## src/rtl/jsu_pkg.sv

```systemverilog
package jsu_pkg;

  // default depth of the command queue between front and back
  localparam int unsigned JSU_CMD_DEPTH = 4;

  // characters the decoder reacts to
  localparam logic [7:0] CH_QUOTE  = 8'h22;
  localparam logic [7:0] CH_BSLASH = 8'h5c;
  localparam logic [7:0] CH_SLASH  = 8'h2f;
  localparam logic [7:0] CH_LOW_B  = 8'h62;
  localparam logic [7:0] CH_LOW_F  = 8'h66;
  localparam logic [7:0] CH_LOW_N  = 8'h6e;
  localparam logic [7:0] CH_LOW_R  = 8'h72;
  localparam logic [7:0] CH_LOW_T  = 8'h74;
  localparam logic [7:0] CH_LOW_U  = 8'h75;

  // result kinds
  typedef enum logic [1:0] {
    KIND_DATA  = 2'd0,
    KIND_CLOSE = 2'd1,
    KIND_ERROR = 2'd2
  } kind_e;

  // error numbers
  typedef enum logic [2:0] {
    ERR_EXPECT_QUOTE  = 3'd0,
    ERR_UNTERM_ESCAPE = 3'd1,
    ERR_BAD_UNICODE   = 3'd2,
    ERR_BAD_SURROGATE = 3'd3,
    ERR_UNSUPPORTED   = 3'd4,
    ERR_UNTERM_STRING = 3'd5
  } err_e;

  // input item
  typedef struct packed {
    logic [7:0] in_byte;
    logic       text_end;
  } in_item_t;

  // result item
  typedef struct packed {
    logic [1:0] kind;
    logic [7:0] out_byte;
    logic [2:0] err_num;
    logic       last;
  } out_item_t;

  // work for the back end: an optional code point, then an optional single result
  typedef struct packed {
    logic        cp_v;
    logic [20:0] cp;
    logic        tail_v;
    kind_e       tail_kind;
    logic [7:0]  tail_byte;
    err_e        tail_err;
  } cmd_t;

endpackage

```

## src/rtl/jsu_front.sv

```systemverilog
module jsu_front import jsu_pkg::*; (
  input  logic     clk_i,
  input  logic     rst_ni,
  input  logic     accept_i,
  input  in_item_t item_i,
  output logic     cmd_v_o,
  output cmd_t     cmd_o
);

  typedef enum logic [6:0] {
    ST_WAIT    = 7'b0000001,
    ST_BODY    = 7'b0000010,
    ST_ESC     = 7'b0000100,
    ST_HEX     = 7'b0001000,
    ST_HIGH    = 7'b0010000,
    ST_HIGH_BS = 7'b0100000,
    ST_LOW_HEX = 7'b1000000
  } state_e;

  // outcome of one string byte or one escape character
  typedef struct packed {
    state_e     mode;
    logic       tail_v;
    kind_e      kind;
    logic [7:0] data;
    err_e       err;
    logic       start_hex;
  } act_t;

  state_e      state_q, state_d;
  logic [15:0] accum_q, accum_d;
  logic [1:0]  count_q, count_d;
  logic [9:0]  high_q, high_d;

  logic [7:0]  c;
  logic        text_end;
  act_t        body_act, esc_act;
  logic        hex_v;
  logic [3:0]  hex_val;
  logic [15:0] accum_new;
  logic [20:0] high_cp;

  assign c        = item_i.in_byte;
  assign text_end = item_i.text_end;

  // hex digit decode
  always_comb begin
    hex_v   = 1'b1;
    hex_val = 4'd0;
    if (c >= 8'h30 && c <= 8'h39) begin
      hex_val = c[3:0];
    end else if ((c >= 8'h61 && c <= 8'h66) || (c >= 8'h41 && c <= 8'h46)) begin
      hex_val = c[3:0] + 4'd9;
    end else begin
      hex_v = 1'b0;
    end
  end

  assign accum_new = {accum_q[11:0], hex_val};
  // pending high surrogate as a code point
  assign high_cp   = {5'd0, 6'b110110, high_q};

  // plain string byte
  always_comb begin
    body_act           = '0;
    body_act.mode      = ST_BODY;
    body_act.tail_v    = 1'b1;
    body_act.kind      = KIND_DATA;
    body_act.data      = c;
    body_act.err       = ERR_EXPECT_QUOTE;
    body_act.start_hex = 1'b0;
    if (c == CH_QUOTE) begin
      body_act.mode = ST_WAIT;
      body_act.kind = KIND_CLOSE;
      body_act.data = 8'h00;
    end else if (c == CH_BSLASH) begin
      body_act.mode   = ST_ESC;
      body_act.tail_v = 1'b0;
    end
  end

  // character after a backslash
  always_comb begin
    esc_act           = '0;
    esc_act.mode      = ST_BODY;
    esc_act.tail_v    = 1'b1;
    esc_act.kind      = KIND_DATA;
    esc_act.data      = c;
    esc_act.err       = ERR_EXPECT_QUOTE;
    esc_act.start_hex = 1'b0;
    case (c)
      CH_QUOTE, CH_BSLASH, CH_SLASH: esc_act.data = c;
      CH_LOW_B: esc_act.data = 8'h08;
      CH_LOW_F: esc_act.data = 8'h0c;
      CH_LOW_N: esc_act.data = 8'h0a;
      CH_LOW_R: esc_act.data = 8'h0d;
      CH_LOW_T: esc_act.data = 8'h09;
      CH_LOW_U: begin
        esc_act.mode      = ST_HEX;
        esc_act.tail_v    = 1'b0;
        esc_act.start_hex = 1'b1;
      end
      default: begin
        esc_act.mode = ST_WAIT;
        esc_act.kind = KIND_ERROR;
        esc_act.data = 8'h00;
        esc_act.err  = ERR_UNSUPPORTED;
      end
    endcase
  end

  // decode state machine and command build
  always_comb begin
    state_d = state_q;
    accum_d = accum_q;
    count_d = count_q;
    high_d  = high_q;
    cmd_o   = '0;
    if (accept_i) begin
      case (state_q)
        ST_WAIT: begin
          if (!text_end && c == CH_QUOTE) begin
            state_d = ST_BODY;
          end else begin
            cmd_o.tail_v    = 1'b1;
            cmd_o.tail_kind = KIND_ERROR;
            cmd_o.tail_err  = ERR_EXPECT_QUOTE;
          end
        end
        ST_BODY: begin
          if (text_end) begin
            state_d         = ST_WAIT;
            cmd_o.tail_v    = 1'b1;
            cmd_o.tail_kind = KIND_ERROR;
            cmd_o.tail_err  = ERR_UNTERM_STRING;
          end else begin
            state_d         = body_act.mode;
            cmd_o.tail_v    = body_act.tail_v;
            cmd_o.tail_kind = body_act.kind;
            cmd_o.tail_byte = body_act.data;
            cmd_o.tail_err  = body_act.err;
          end
        end
        ST_ESC: begin
          if (text_end) begin
            state_d         = ST_WAIT;
            cmd_o.tail_v    = 1'b1;
            cmd_o.tail_kind = KIND_ERROR;
            cmd_o.tail_err  = ERR_UNTERM_ESCAPE;
          end else begin
            state_d         = esc_act.mode;
            cmd_o.tail_v    = esc_act.tail_v;
            cmd_o.tail_kind = esc_act.kind;
            cmd_o.tail_byte = esc_act.data;
            cmd_o.tail_err  = esc_act.err;
            if (esc_act.start_hex) begin
              accum_d = '0;
              count_d = '0;
            end
          end
        end
        ST_HEX, ST_LOW_HEX: begin
          if (text_end || !hex_v) begin
            state_d         = ST_WAIT;
            cmd_o.tail_v    = 1'b1;
            cmd_o.tail_kind = KIND_ERROR;
            cmd_o.tail_err  = (state_q == ST_HEX) ? ERR_BAD_UNICODE : ERR_BAD_SURROGATE;
          end else begin
            accum_d = accum_new;
            if (count_q != 2'd3) begin
              count_d = count_q + 2'd1;
            end else begin
              count_d = '0;
              if (state_q == ST_HEX) begin
                if (accum_new >= 16'hd800 && accum_new <= 16'hdbff) begin
                  high_d  = accum_new[9:0];
                  state_d = ST_HIGH;
                end else begin
                  state_d    = ST_BODY;
                  cmd_o.cp_v = 1'b1;
                  cmd_o.cp   = {5'd0, accum_new};
                end
              end else if (accum_new < 16'hdc00 || accum_new > 16'hdfff) begin
                state_d         = ST_WAIT;
                cmd_o.tail_v    = 1'b1;
                cmd_o.tail_kind = KIND_ERROR;
                cmd_o.tail_err  = ERR_BAD_SURROGATE;
              end else begin
                // low half in dc00..dfff: join the pair
                state_d    = ST_BODY;
                cmd_o.cp_v = 1'b1;
                cmd_o.cp   = 21'h10000 + {1'b0, high_q, accum_new[9:0]};
              end
            end
          end
        end
        ST_HIGH: begin
          if (!text_end && c == CH_BSLASH) begin
            state_d = ST_HIGH_BS;
          end else begin
            cmd_o.cp_v = 1'b1;
            cmd_o.cp   = high_cp;
            if (text_end) begin
              state_d         = ST_WAIT;
              cmd_o.tail_v    = 1'b1;
              cmd_o.tail_kind = KIND_ERROR;
              cmd_o.tail_err  = ERR_UNTERM_STRING;
            end else begin
              state_d         = body_act.mode;
              cmd_o.tail_v    = body_act.tail_v;
              cmd_o.tail_kind = body_act.kind;
              cmd_o.tail_byte = body_act.data;
              cmd_o.tail_err  = body_act.err;
            end
          end
        end
        ST_HIGH_BS: begin
          if (!text_end && c == CH_LOW_U) begin
            state_d = ST_LOW_HEX;
            accum_d = '0;
            count_d = '0;
          end else begin
            cmd_o.cp_v = 1'b1;
            cmd_o.cp   = high_cp;
            if (text_end) begin
              state_d         = ST_WAIT;
              cmd_o.tail_v    = 1'b1;
              cmd_o.tail_kind = KIND_ERROR;
              cmd_o.tail_err  = ERR_UNTERM_ESCAPE;
            end else begin
              state_d         = esc_act.mode;
              cmd_o.tail_v    = esc_act.tail_v;
              cmd_o.tail_kind = esc_act.kind;
              cmd_o.tail_byte = esc_act.data;
              cmd_o.tail_err  = esc_act.err;
              if (esc_act.start_hex) begin
                accum_d = '0;
                count_d = '0;
              end
            end
          end
        end
        default: begin
          state_d         = ST_WAIT;
          cmd_o.tail_v    = 1'b1;
          cmd_o.tail_kind = KIND_ERROR;
          cmd_o.tail_err  = ERR_EXPECT_QUOTE;
        end
      endcase
    end
  end

  assign cmd_v_o = cmd_o.cp_v | cmd_o.tail_v;

  // state registers
  always_ff @(posedge clk_i or negedge rst_ni) begin
    if (!rst_ni) begin
      state_q <= ST_WAIT;
      accum_q <= '0;
      count_q <= '0;
      high_q  <= '0;
    end else begin
      state_q <= state_d;
      accum_q <= accum_d;
      count_q <= count_d;
      high_q  <= high_d;
    end
  end

endmodule

```

## src/rtl/jsu_fifo.sv

```systemverilog
module jsu_fifo import jsu_pkg::*; #(
  parameter int unsigned Depth = JSU_CMD_DEPTH
) (
  input  logic clk_i,
  input  logic rst_ni,
  input  logic wr_i,
  input  cmd_t wdata_i,
  output logic full_o,
  input  logic rd_i,
  output cmd_t rdata_o,
  output logic empty_o
);

  localparam int unsigned AW = (Depth > 1) ? $clog2(Depth) : 1;
  localparam int unsigned CW = $clog2(Depth + 1);
  localparam logic [AW-1:0] LastIdx = AW'(Depth - 1);
  localparam logic [CW-1:0] FullCnt = CW'(Depth);

  cmd_t          mem_q [Depth];
  logic [AW-1:0] wptr_q, rptr_q;
  logic [CW-1:0] cnt_q;
  logic          do_wr, do_rd;

  assign full_o  = (cnt_q == FullCnt);
  assign empty_o = (cnt_q == '0);
  assign do_wr   = wr_i && !full_o;
  assign do_rd   = rd_i && !empty_o;
  assign rdata_o = mem_q[rptr_q];

  // storage
  always_ff @(posedge clk_i) begin
    if (do_wr) begin
      mem_q[wptr_q] <= wdata_i;
    end
  end

  // pointers and fill count
  always_ff @(posedge clk_i or negedge rst_ni) begin
    if (!rst_ni) begin
      wptr_q <= '0;
      rptr_q <= '0;
      cnt_q  <= '0;
    end else begin
      if (do_wr) begin
        wptr_q <= (wptr_q == LastIdx) ? '0 : wptr_q + AW'(1);
      end
      if (do_rd) begin
        rptr_q <= (rptr_q == LastIdx) ? '0 : rptr_q + AW'(1);
      end
      if (do_wr && !do_rd) begin
        cnt_q <= cnt_q + CW'(1);
      end else if (do_rd && !do_wr) begin
        cnt_q <= cnt_q - CW'(1);
      end
    end
  end

  // fill count never passes the depth
  a_cnt_bound: assert property (@(posedge clk_i) disable iff (!rst_ni)
    cnt_q <= FullCnt) else $error("queue count beyond depth");

  // a write while full would be lost: the front must be held off
  a_no_lost_write: assert property (@(posedge clk_i) disable iff (!rst_ni)
    !(wr_i && full_o)) else $error("write into full queue");

  // pointers stay level when the queue is empty or full
  a_ptr_match: assert property (@(posedge clk_i) disable iff (!rst_ni)
    (empty_o || full_o) |-> (wptr_q == rptr_q)) else $error("queue pointers out of step");

endmodule

```

## src/rtl/jsu_back.sv

```systemverilog
module jsu_back import jsu_pkg::*; (
  input  logic      clk_i,
  input  logic      rst_ni,
  input  cmd_t      cmd_i,
  input  logic      cmd_empty_i,
  output logic      cmd_rd_o,
  output logic      empty_o,
  input  logic      pop_i,
  output out_item_t item_o
);

  cmd_t        cur_q;
  logic        valid_q;
  logic [1:0]  idx_q;

  logic [2:0]  nb;
  logic [2:0]  total;
  logic [2:0]  idx_ext;
  logic        is_last;
  logic        advance, load;
  logic [1:0]  pos_from_end;
  logic [7:0]  utf8_byte;

  // number of utf-8 bytes for the held code point
  always_comb begin
    if (!cur_q.cp_v) begin
      nb = 3'd0;
    end else if (cur_q.cp <= 21'h7f) begin
      nb = 3'd1;
    end else if (cur_q.cp <= 21'h7ff) begin
      nb = 3'd2;
    end else if (cur_q.cp <= 21'hffff) begin
      nb = 3'd3;
    end else begin
      nb = 3'd4;
    end
  end

  assign total        = nb + {2'd0, cur_q.tail_v};
  assign idx_ext      = {1'b0, idx_q};
  assign is_last      = (idx_ext == total - 3'd1);
  assign pos_from_end = 2'(nb - 3'd1 - idx_ext);

  // utf-8 byte at the current position
  always_comb begin
    if (idx_q == 2'd0) begin
      case (nb)
        3'd1:    utf8_byte = cur_q.cp[7:0];
        3'd2:    utf8_byte = {3'b110, cur_q.cp[10:6]};
        3'd3:    utf8_byte = {4'b1110, cur_q.cp[15:12]};
        default: utf8_byte = {5'b11110, cur_q.cp[20:18]};
      endcase
    end else begin
      case (pos_from_end)
        2'd0:    utf8_byte = {2'b10, cur_q.cp[5:0]};
        2'd1:    utf8_byte = {2'b10, cur_q.cp[11:6]};
        default: utf8_byte = {2'b10, cur_q.cp[17:12]};
      endcase
    end
  end

  // result fields
  always_comb begin
    if (idx_ext < nb) begin
      item_o.kind     = KIND_DATA;
      item_o.out_byte = utf8_byte;
      item_o.err_num  = ERR_EXPECT_QUOTE;
    end else begin
      item_o.kind     = cur_q.tail_kind;
      item_o.out_byte = cur_q.tail_byte;
      item_o.err_num  = cur_q.tail_err;
    end
    item_o.last = is_last;
  end

  assign empty_o  = !valid_q;
  assign advance  = pop_i && valid_q;
  assign load     = !valid_q || (advance && is_last);
  assign cmd_rd_o = load && !cmd_empty_i;

  // payload of the held command
  always_ff @(posedge clk_i) begin
    if (cmd_rd_o) begin
      cur_q <= cmd_i;
    end
  end

  // sequencing through the results of one command
  always_ff @(posedge clk_i or negedge rst_ni) begin
    if (!rst_ni) begin
      valid_q <= 1'b0;
      idx_q   <= '0;
    end else if (load) begin
      valid_q <= !cmd_empty_i;
      idx_q   <= '0;
    end else if (advance) begin
      idx_q <= idx_q + 2'd1;
    end
  end

  // the position never runs past the results of the held command
  a_idx_in_range: assert property (@(posedge clk_i) disable iff (!rst_ni)
    valid_q |-> (idx_ext < total)) else $error("result index out of range");

  // a held result stays put while it is not taken
  a_hold_stall: assert property (@(posedge clk_i) disable iff (!rst_ni)
    (valid_q && !pop_i) |=> (valid_q && $stable(idx_q))) else $error("result dropped");

endmodule

```

## src/rtl/json_string_unescape_utf8.sv

```systemverilog
// JSON string unescaper to UTF-8. Feed the bytes of a JSON text starting at the
// opening quote of a string; results come out as data bytes, a close marker or a
// numbered error, with last set on the final result caused by each input byte.
// One input byte is accepted every cycle while full is low. The back end hands
// out one result per cycle while pop is high, so a \u escape that expands into
// three or four UTF-8 bytes keeps it busy until all are taken; a command queue
// of CmdDepth entries between the decoder and the result sequencer absorbs
// those bursts, and full rises only when it fills. With queue and sequencer
// idle, a byte's first result is out once the sequencer has loaded its queued
// command. After a close or an error the decoder waits for a new opening quote.
module json_string_unescape_utf8 import jsu_pkg::*; #(
  parameter int unsigned CmdDepth = JSU_CMD_DEPTH
) (
  input  logic      clk_i,
  input  logic      rst_ni,
  input  logic      push,
  output logic      full,
  input  in_item_t  in_item_i,
  output logic      empty,
  input  logic      pop,
  output out_item_t out_item_o
);

  logic accept;
  logic cmd_v;
  cmd_t cmd_in, cmd_head;
  logic q_full, q_empty, q_rd;

  assign full   = q_full;
  assign accept = push && !q_full;

  // decoder
  jsu_front u_front (
    .clk_i    (clk_i),
    .rst_ni   (rst_ni),
    .accept_i (accept),
    .item_i   (in_item_i),
    .cmd_v_o  (cmd_v),
    .cmd_o    (cmd_in)
  );

  // command queue
  jsu_fifo #(
    .Depth (CmdDepth)
  ) u_fifo (
    .clk_i   (clk_i),
    .rst_ni  (rst_ni),
    .wr_i    (accept && cmd_v),
    .wdata_i (cmd_in),
    .full_o  (q_full),
    .rd_i    (q_rd),
    .rdata_o (cmd_head),
    .empty_o (q_empty)
  );

  // result sequencer
  jsu_back u_back (
    .clk_i       (clk_i),
    .rst_ni      (rst_ni),
    .cmd_i       (cmd_head),
    .cmd_empty_i (q_empty),
    .cmd_rd_o    (q_rd),
    .empty_o     (empty),
    .pop_i       (pop),
    .item_o      (out_item_o)
  );

endmodule

```

## config.mk

```make
export PLATFORM = sky130hd
export DESIGN_NAME = json_string_unescape_utf8
export DESIGN_NICKNAME = d
export VERILOG_FILES = /design/src/rtl/jsu_pkg.sv /design/src/rtl/jsu_front.sv /design/src/rtl/jsu_fifo.sv /design/src/rtl/jsu_back.sv /design/src/rtl/json_string_unescape_utf8.sv
export SDC_FILE = /design/constraint.sdc
export NUM_CORES = 1
export LEC_CHECK = 0
export BUFFER_PORTS_ARGS = -buffer_cell sky130_fd_sc_hd__buf_4
export CAP_MARGIN = 20
export CORE_ASPECT_RATIO = 1.2
export CORE_MARGIN = 4
export CORE_UTILIZATION = 62
export DETAILED_ROUTE_END_ITERATION = 10
export PLACE_DENSITY = 0.79
export RECOVER_POWER = 100
export SYNTH_ARGS = -nofsm -noshare
export SYNTH_HDL_FRONTEND = slang
export SYNTH_HIERARCHICAL = 1
export SYNTH_SLANG_ARGS = --single-unit
```

## constraint.sdc

```tcl
create_clock -name clk_i -period 8.07 [get_ports clk_i]
set_input_delay 1.2105 -clock clk_i [delete_from_list [all_inputs] [get_ports clk_i]]
set_output_delay 1.2105 -clock clk_i [all_outputs]
set_load 0.02 [all_outputs]
```

=== After elaboration in Yosys (flattened, before gate mapping) ===
Memories as Yosys holds them, arrays and structs flattened. A register that Yosys moved wholly into a read port is not among the register bits.
Index checks and enable logic that the tools add are counted.

* Divide/modulo/power cells: 0
* Shift-type cells: 0
* Bitwise gates (word level): 3
* Magnitude comparators: 14
* Reductions and logical operators: 40
* Add/subtract/negate cells: 12
* Equal/unequal tests: 28
* Multiply operators: 0
* Mux-type cells: 79

{| class="wikitable"
|+ Operator list
! kind !! count
|-
| 2-to-1 mux 36 bit || 3
|-
| 2-to-1 mux 22 bit || 4
|-
| one-hot mux 22 bit (3 select lines) || 1
|-
| 2-to-1 mux 16 bit || 4
|-
| 2-to-1 mux 3 bit || 20
|-
| == test 8 x 7 -> 1 bit (second input constant) || 7
|-
| one-hot mux 16 bit (3 select lines) || 1
|-
| one-hot mux 8 bit (6 select lines) || 1
|-
| one-hot mux 7 bit (6 select lines) || 1
|-
| one-hot mux 8 bit (4 select lines) || 1
|-
| 2-to-1 mux 7 bit || 4
|-
| 2-to-1 mux 25 bit || 1
|-
| 2-to-1 mux 2 bit || 12
|-
| 2-to-1 mux 8 bit || 3
|-
| one-hot mux 8 bit (3 select lines) || 1
|-
| adder 17 x 20 -> 21 bit (first input constant) || 1
|-
| less-or-equal comparator 21 x 11 -> 1 bit (second input constant) || 1
|-
| less-or-equal comparator 21 x 16 -> 1 bit (second input constant) || 1
|-
| less-or-equal comparator 21 x 7 -> 1 bit (second input constant) || 1
|-
| one-hot mux 3 bit (6 select lines) || 1
|-
| == test 8 x 6 -> 1 bit (second input constant) || 2
|-
| greater-or-equal comparator 16 bit (second input constant) || 1
|-
| greater-or-equal comparator 8 x 7 -> 1 bit (second input constant) || 2
|-
| greater-than comparator 16 bit (second input constant) || 1
|-
| 54 further kinds || 101
|}

* Memories: 1
* Bits in latches: 0
* Input port bits: 13
* Logic and storage cells: 186
* Bits in writable memories: 144
* Register bits: 45
* Memory bits (read-only): 0
* Output and inout port bits: 16

{| class="wikitable"
|+ Memory list
! name !! words !! width !! rd ports !! clocked after memory_dff !! write ports !! line !! text
|-
| u_fifo.mem_q || 4 || 36 || 1 || 1 || 1 || jsu_fifo.sv:19 || <nowiki>cmd_t mem_q [Depth];</nowiki>
|}

=== Logic depth before layout (Yosys ltp) ===
* Word-level depth: 20
* Mapped depth: 18

=== By module ===
The synthesis kept the hierarchy.

{| class="wikitable"
|+ Modules (own cells, without submodules)
! module !! cells each !! instances !! seq. area each (sq um) !! area an instance (sq um)
|-
| jsu_fifo || 225 || 1 || 4499.3 || 5636.7
|-
| jsu_front || 309 || 1 || 777.0 || 2603.7
|-
| jsu_back || 154 || 1 || 1156.1 || 1969.4
|-
| json_string_unescape_utf8 || 2 || 1 || 0.0 || 15.0
|}

=== Least setup slack after synthesis ===
OpenSTA, ideal clock, no wires.

* Path kind: reg2reg
* Start: register, netlist name u_back/cur_q[27]
* End: register u_fifo.cnt_q[1]
* Setup time: 0.125 ns
* Slack: 2.601 ns
* Data required time: 7.945 ns
* Data arrival time: 5.345 ns
* Cell stages (with the launch flop): 14
* Cells stage by stage: edfxtp_1 > or3_1 > o31ai_1 > ha_1 > ha_1 > xor2_1 > nand2_1 > or3_1 > o22ai_1 > o31ai_2 > ha_1 > inv_1 > fa_1 > mux2_2

* Longest elaborated chain between the ends: 15

{| class="wikitable"
|+ RTL lines
! item !! line !! text
|-
| less-or-equal comparator 21 x 16 -> 1 bit || jsu_back.sv:32 || <nowiki>end else if (cur_q.cp <= 21'hffff) begin</nowiki>
|-
| 2-to-1 mux 3 bit || jsu_back.sv:32 ||
|-
| 2-to-1 mux 3 bit || jsu_back.sv:30 || <nowiki>end else if (cur_q.cp <= 21'h7ff) begin</nowiki>
|-
| 2-to-1 mux 3 bit * || jsu_back.sv:28 || <nowiki>end else if (cur_q.cp <= 21'h7f) begin</nowiki>
|-
| 2-to-1 mux 3 bit * || jsu_back.sv:26 || <nowiki>if (!cur_q.cp_v) begin</nowiki>
|-
| adder 3 x 1 -> 3 bit * || jsu_back.sv:39 || <nowiki>assign total = nb + {2'd0, cur_q.tail_v};</nowiki>
|-
| subtractor 3 x 1 -> 3 bit * || jsu_back.sv:41 || <nowiki>assign is_last = (idx_ext == total - 3'd1);</nowiki>
|-
| == test 2 x 3 -> 1 bit * || jsu_back.sv:41 ||
|-
| logical AND 1 bit * || jsu_back.sv:78 || <nowiki>assign load = !valid_q || (advance && is_last);</nowiki>
|-
| logical OR 1 bit * || jsu_back.sv:78 ||
|-
| logical AND 1 bit * || jsu_back.sv:79 || <nowiki>assign cmd_rd_o = load && !cmd_empty_i;</nowiki>
|-
| via q_rd || json_string_unescape_utf8.sv:27 || <nowiki>logic q_full, q_empty, q_rd;</nowiki>
|-
| logical AND 1 bit * || jsu_fifo.sv:27 || <nowiki>assign do_rd = rd_i && !empty_o;</nowiki>
|-
| zero test 1 bit || jsu_fifo.sv:50 || <nowiki>if (do_wr && !do_rd) begin</nowiki>
|-
| logical AND 1 bit || jsu_fifo.sv:50 ||
|-
| 2-to-1 mux 3 bit or nonzero test 2 bit (tied branches) || - ||
|-
| end signal: assignment || jsu_fifo.sv:51 || <nowiki>cnt_q <= cnt_q + CW'(1);</nowiki>
|-
| end signal: assignment || jsu_fifo.sv:53 || <nowiki>cnt_q <= cnt_q - CW'(1);</nowiki>
|-
| end: declaration || jsu_fifo.sv:21 || <nowiki>logic [CW-1:0] cnt_q;</nowiki>
|}

The timed path passes the listed nets; every way through them passes the cells marked *.
A chain may end at the register's enable or synchronous reset.

=== Worst setup path after layout ===
* Start: input in_item_i[2] (netlist bit)
* End: memory u_fifo/mem_q[1][1] (netlist bit), enable pin

* Longest elaborated chain between the ends: 18

{| class="wikitable"
|+ RTL lines
! item !! line !! text
|-
| start: declaration || json_string_unescape_utf8.sv:18 || <nowiki>input in_item_t in_item_i,</nowiki>
|-
| greater-or-equal comparator 8 x 7 -> 1 bit or less-or-equal comparator 8 x 7 -> 1 bit (tied branches) || jsu_front.sv:52 || <nowiki>end else if ((c >= 8'h61 && c <= 8'h66) || (c >= 8'h41 && c <= 8'h46)) begin</nowiki>
|-
| logical AND 1 bit || jsu_front.sv:52 ||
|-
| logical OR 1 bit || jsu_front.sv:52 ||
|-
| 2-to-1 mux 4 bit || jsu_front.sv:52 ||
|-
| 2-to-1 mux 4 bit || jsu_front.sv:50 || <nowiki>if (c >= 8'h30 && c <= 8'h39) begin</nowiki>
|-
| < comparator 16 bit (tied with other cells) || jsu_front.sv:183 || <nowiki>end else if (accum_new < 16'hdc00 || accum_new > 16'hdfff) begin</nowiki>
|-
| logical OR 1 bit or logical AND 1 bit (tied branches) || jsu_front.sv:183, jsu_front.sv:175 ||
|-
| 2-to-1 mux 3 bit (tied with other cells) || jsu_front.sv:183 ||
|-
| [3 not listed] || - ||
|-
| one-hot mux 3 bit (6 select lines) or one-hot mux 22 bit (3 select lines) (tied branches) || jsu_front.sv:120 || <nowiki>case (state_q)</nowiki>
|-
| 2-to-1 mux 36 bit * || jsu_front.sv:119 || <nowiki>if (accept_i) begin</nowiki>
|-
| bitwise OR 1 bit * || jsu_front.sv:253 || <nowiki>assign cmd_v_o = cmd_o.cp_v | cmd_o.tail_v;</nowiki>
|-
| via cmd_v || json_string_unescape_utf8.sv:25 || <nowiki>logic cmd_v;</nowiki>
|-
| logical AND 1 bit * || json_string_unescape_utf8.sv:48 || <nowiki>.wr_i (accept && cmd_v),</nowiki>
|-
| logical AND 1 bit * || jsu_fifo.sv:26 || <nowiki>assign do_wr = wr_i && !full_o;</nowiki>
|-
| 2-to-1 mux 1 bit * || jsu_fifo.sv:32 || <nowiki>if (do_wr) begin</nowiki>
|-
| 2-to-1 mux 1 bit (implied by the code) * || jsu_fifo.sv:33 || <nowiki>mem_q[wptr_q] <= wdata_i;</nowiki>
|-
| end: declaration || jsu_fifo.sv:19 ||
|}

Marked as above.

==> metrics.txt <==
share of the synthesized area in the top cell type 52.9%; Area contributors post-synth edfxtp_1, dfrtp_1, mux4_2, ha_1, mux2_2; Post-DP Area 10600 um2; Synth warnings 6; via count 6196; fmax 0.159 GHz; status complete, but fails checks; die height 149 um; dpl hpwl 14.6 mm; routed len/inst 23.6 um; largest net degree at the start of global routing 42; hold path depth 2; Max IR drop VDD 214 uV; slew margin rel. -111%; std cell rows 51; Primary FF master, synth edfxtp_1; Mapped Cells 690; TritonCTS clock tree done; CTS Sinks 221; mean post-synth cell area 14.8 um2; failing checks max-capacitance violations, max-slew violations; Synth Register Bits 221; initial antenna violation count 0; worst path arrival time 6.36 ns; Layout fillers 1096; H-Tree Depth 1; Core Region 16200 um2; I/O Buffers 28; share of cells above drive strength 1 15.4%; WS Path Type in -> reg; crit path cell chain clkbuf_1 -> inv_1 -> ha_1 -> o21bai_1 -> a2111oi_0 -> nor2_1 -> and4bb_1 -> nor2_1 -> o21bai_1 -> and3b_1 -> nor2b_1 -> and2_0 -> clkbuf_1; DR pass1 iterations 8; vias per inst 6.54; global-route wire length before repair 35.7 mm; final setup TNS 0 ns; post-CTS setup buffers 0; worst-skew pair later-pin latency 0.50 ns; # DRC 0; worst-margin pin slew 3.17 ns; critical path fanouts, max 36; area delta synth->final 9.51%; root buf cell clkbuf_16; Synth async-reset ratio 18.6%; R2R depth 14; Seq/Total Area, Yosys 62.9%; aggregate global-route resource usage 24.6%; grt total ovfl 0; Die ar. 18600 um2; ant diodes 0; clock buffers created by TritonCTS 22; Starting DRT DRC Count 445; Netlist cell types 82; syn_nets 721; Max Slew Vio Count 268; Post-synth EDFFs 180; max-cap viol count 8; number of global-route vias before repair 6294; final weighted congestion in routability-driven placement 0.957; final worst-path cycle share 77.9%; Reg clk slew, reported paths 0.06 ns; worst path bufs/invs 3; Worst path max stage delay 1.65 ns; Leakage 3.99 nW; Mapped Area 10200 um2; skew final 0.0107 ns; Top Family by Delay on Critical Path buffers and inverters; hold crit path type reg -> reg; Worst Setup End Kind register; chip width 125 um; # nets final 750; post-CTS sizing 0; Power Dens Cells 302 nW/um2; Antenna Violating Nets Remaining 0; Final Hold Fails 0; WP depth 13; startpoint types primary input; RSZ-0062 raised after global routing false; DRT Wirelength 22.4 mm; Final Instance Area 11200 um2; top cell type by total area after synthesis edfxtp_1; CTS Hold Buffers Added 0; Critical-path top delay cell clkbuf_1; Initial Utilization 63.1%; CTS Buffer Depth 3; final setup violation count 0; worst path required time 8.14 ns; Tmin final 6.29 ns; IO Count 29
==> synth_stat cells (4+ instances only) <==
cell type	n
o21ai_0	6
xor2_1	7
and3_1	10
nor2_1	47
or2_2	4
a22o_1	13
nand4b_1	6
inv_1	20
and2_1	14
mux2_4	9
dfrtp_1	40
clkbuf_1	15
nand2_1	40
a211oi_1	5
nand3_1	12
o211ai_1	4
nor3_1	14
buf_2	10
o21ai_1	4
nor2b_1	7
a21oi_1	20
or4_1	5
a31oi_1	6
mux2_2	16
o31ai_1	8
a21o_1	6
a22oi_1	10
ha_1	17
xnor2_1	8
mux4_2	36
nor4_1	5
mux2i_1	5
edfxtp_1	180
==> cell usage in the layout (no fill, tap or decap), drive strengths merged, types with 13 or more instances in the layout <==
master / synthesis / final
ha: 17 / 17
a21oi: 21 / 21
nor3: 15 / 15
a22o: 13 / 13
nand2: 40 / 40
edfxtp: 180 / 180
buf: 16 / 18
dfrtp: 40 / 40
inv: 20 / 21
and2: 14 / 14
mux2: 28 / 28
clkbuf: 15 / 46
nor2: 47 / 47
mux4: 36 / 36
==> report_power, final <==
part / total, mW / internal [mW] / leakage, nW / switching (mW)
sequential: 1.50 / 1.41 / 2.28 / 0.0810
clock: 0.999 / 0.589 / 0.341 / 0.410
combinational: 0.886 / 0.372 / 1.36 / 0.514
total: 3.38 / 2.38 / 3.99 / 1.00
==> logic make-up after synthesis <==
logic type      count (synthesis)  share of synthesized area [%]
compound gates                123                           9.10
mux                            69                           11.8
fa+ha+maj                      18                           2.28
simple gates                  193                           10.3
buf+inv                        51                           2.32
xor+xnor                       15                           1.28
flops                         221                           62.9
==> flip-flops by register name (all words and copies together), names as in the netlist <==
| signal | cells |
|---|---|
| u_back/cur_q | 36 |
| u_back/idx_q | 2 |
| u_back/valid_q | 1 |
| u_fifo/cnt_q | 3 |
| u_fifo/mem_q | 144 |
| u_fifo/rptr_q | 2 |
| u_fifo/wptr_q | 2 |
| u_front/accum_q | 12 |
| u_front/count_q | 2 |
| u_front/high_q | 10 |
| u_front/state_q | 7 |
==> routing by layer <==
metal  vias to the layer above  GRT usage, %  routed length, um
met5                         -             0                  0
met4                         0          8.30                829
met3                        51          2.80               1170
met2                       265          43.8              11800
met1                      3093          31.8               8600
li1                       2787             -                  -
==> tightest hold or removal path: stages (launching register included) <==
cell	delay, ns
dfrtp_1	0.35
nand2_1	0.05
nand2_1	0.06
==> cell type report <==
| class | instances | area [um2] | area share (%) |
|---|---|---|---|
| multi-input cells | 418 | 3500 | 31.3 |
| well taps | 212 | 265 | 2.37 |
| repair buffers | 36 | 203 | 1.81 |
| clock buffers | 28 | 594 | 5.31 |
| inverters | 20 | 75.1 | 0.670 |
| flip-flops and latches | 221 | 6430 | 57.5 |
| clock inverters | 12 | 121 | 1.08 |
==> path summary, 6_finish.rpt <==
kind                                                start                              to  slack (ns)
max                                          in_item_i[2]    u_fifo/mem_q[1][1]$_DFFE_PP_        1.78
min                        u_front/count_q[1]$_DFFE_PN0P_  u_front/count_q[1]$_DFFE_PN0P_        0.49
max reg2reg                    u_back/cur_q[21]$_DFFE_PP_     u_fifo/cnt_q[1]$_DFFE_PN0P_        1.91
min reg2reg                u_front/count_q[1]$_DFFE_PN0P_  u_front/count_q[1]$_DFFE_PN0P_        0.49
max in group asynchronous                          rst_ni    u_fifo/rptr_q[0]$_DFFE_PN0P_        5.14
min in group asynchronous                          rst_ni   u_front/high_q[8]$_DFFE_PN0P_        1.43
==> per-stage QoR <==
step / power, mW / setup WS, ns / hold WS (ns) / cells / utilization (%)
after detailed placement: 2.42 / 2.87 / 0.477 / 907 / 65.5
final: 3.38 / 1.78 / 0.494 / 947 / 69.1
after floorplan: 2.16 / 2.60 / 0.443 / 690 / -
after global routing: 3.55 / 1.42 / 0.535 / 947 / 69.1
after global placement: 2.38 / 3.12 / 0.456 / 907 / 65.5
after CTS: 3.43 / 3.03 / 0.490 / 947 / 69.9
No activity file was read; power rests on OpenSTA's default activity.
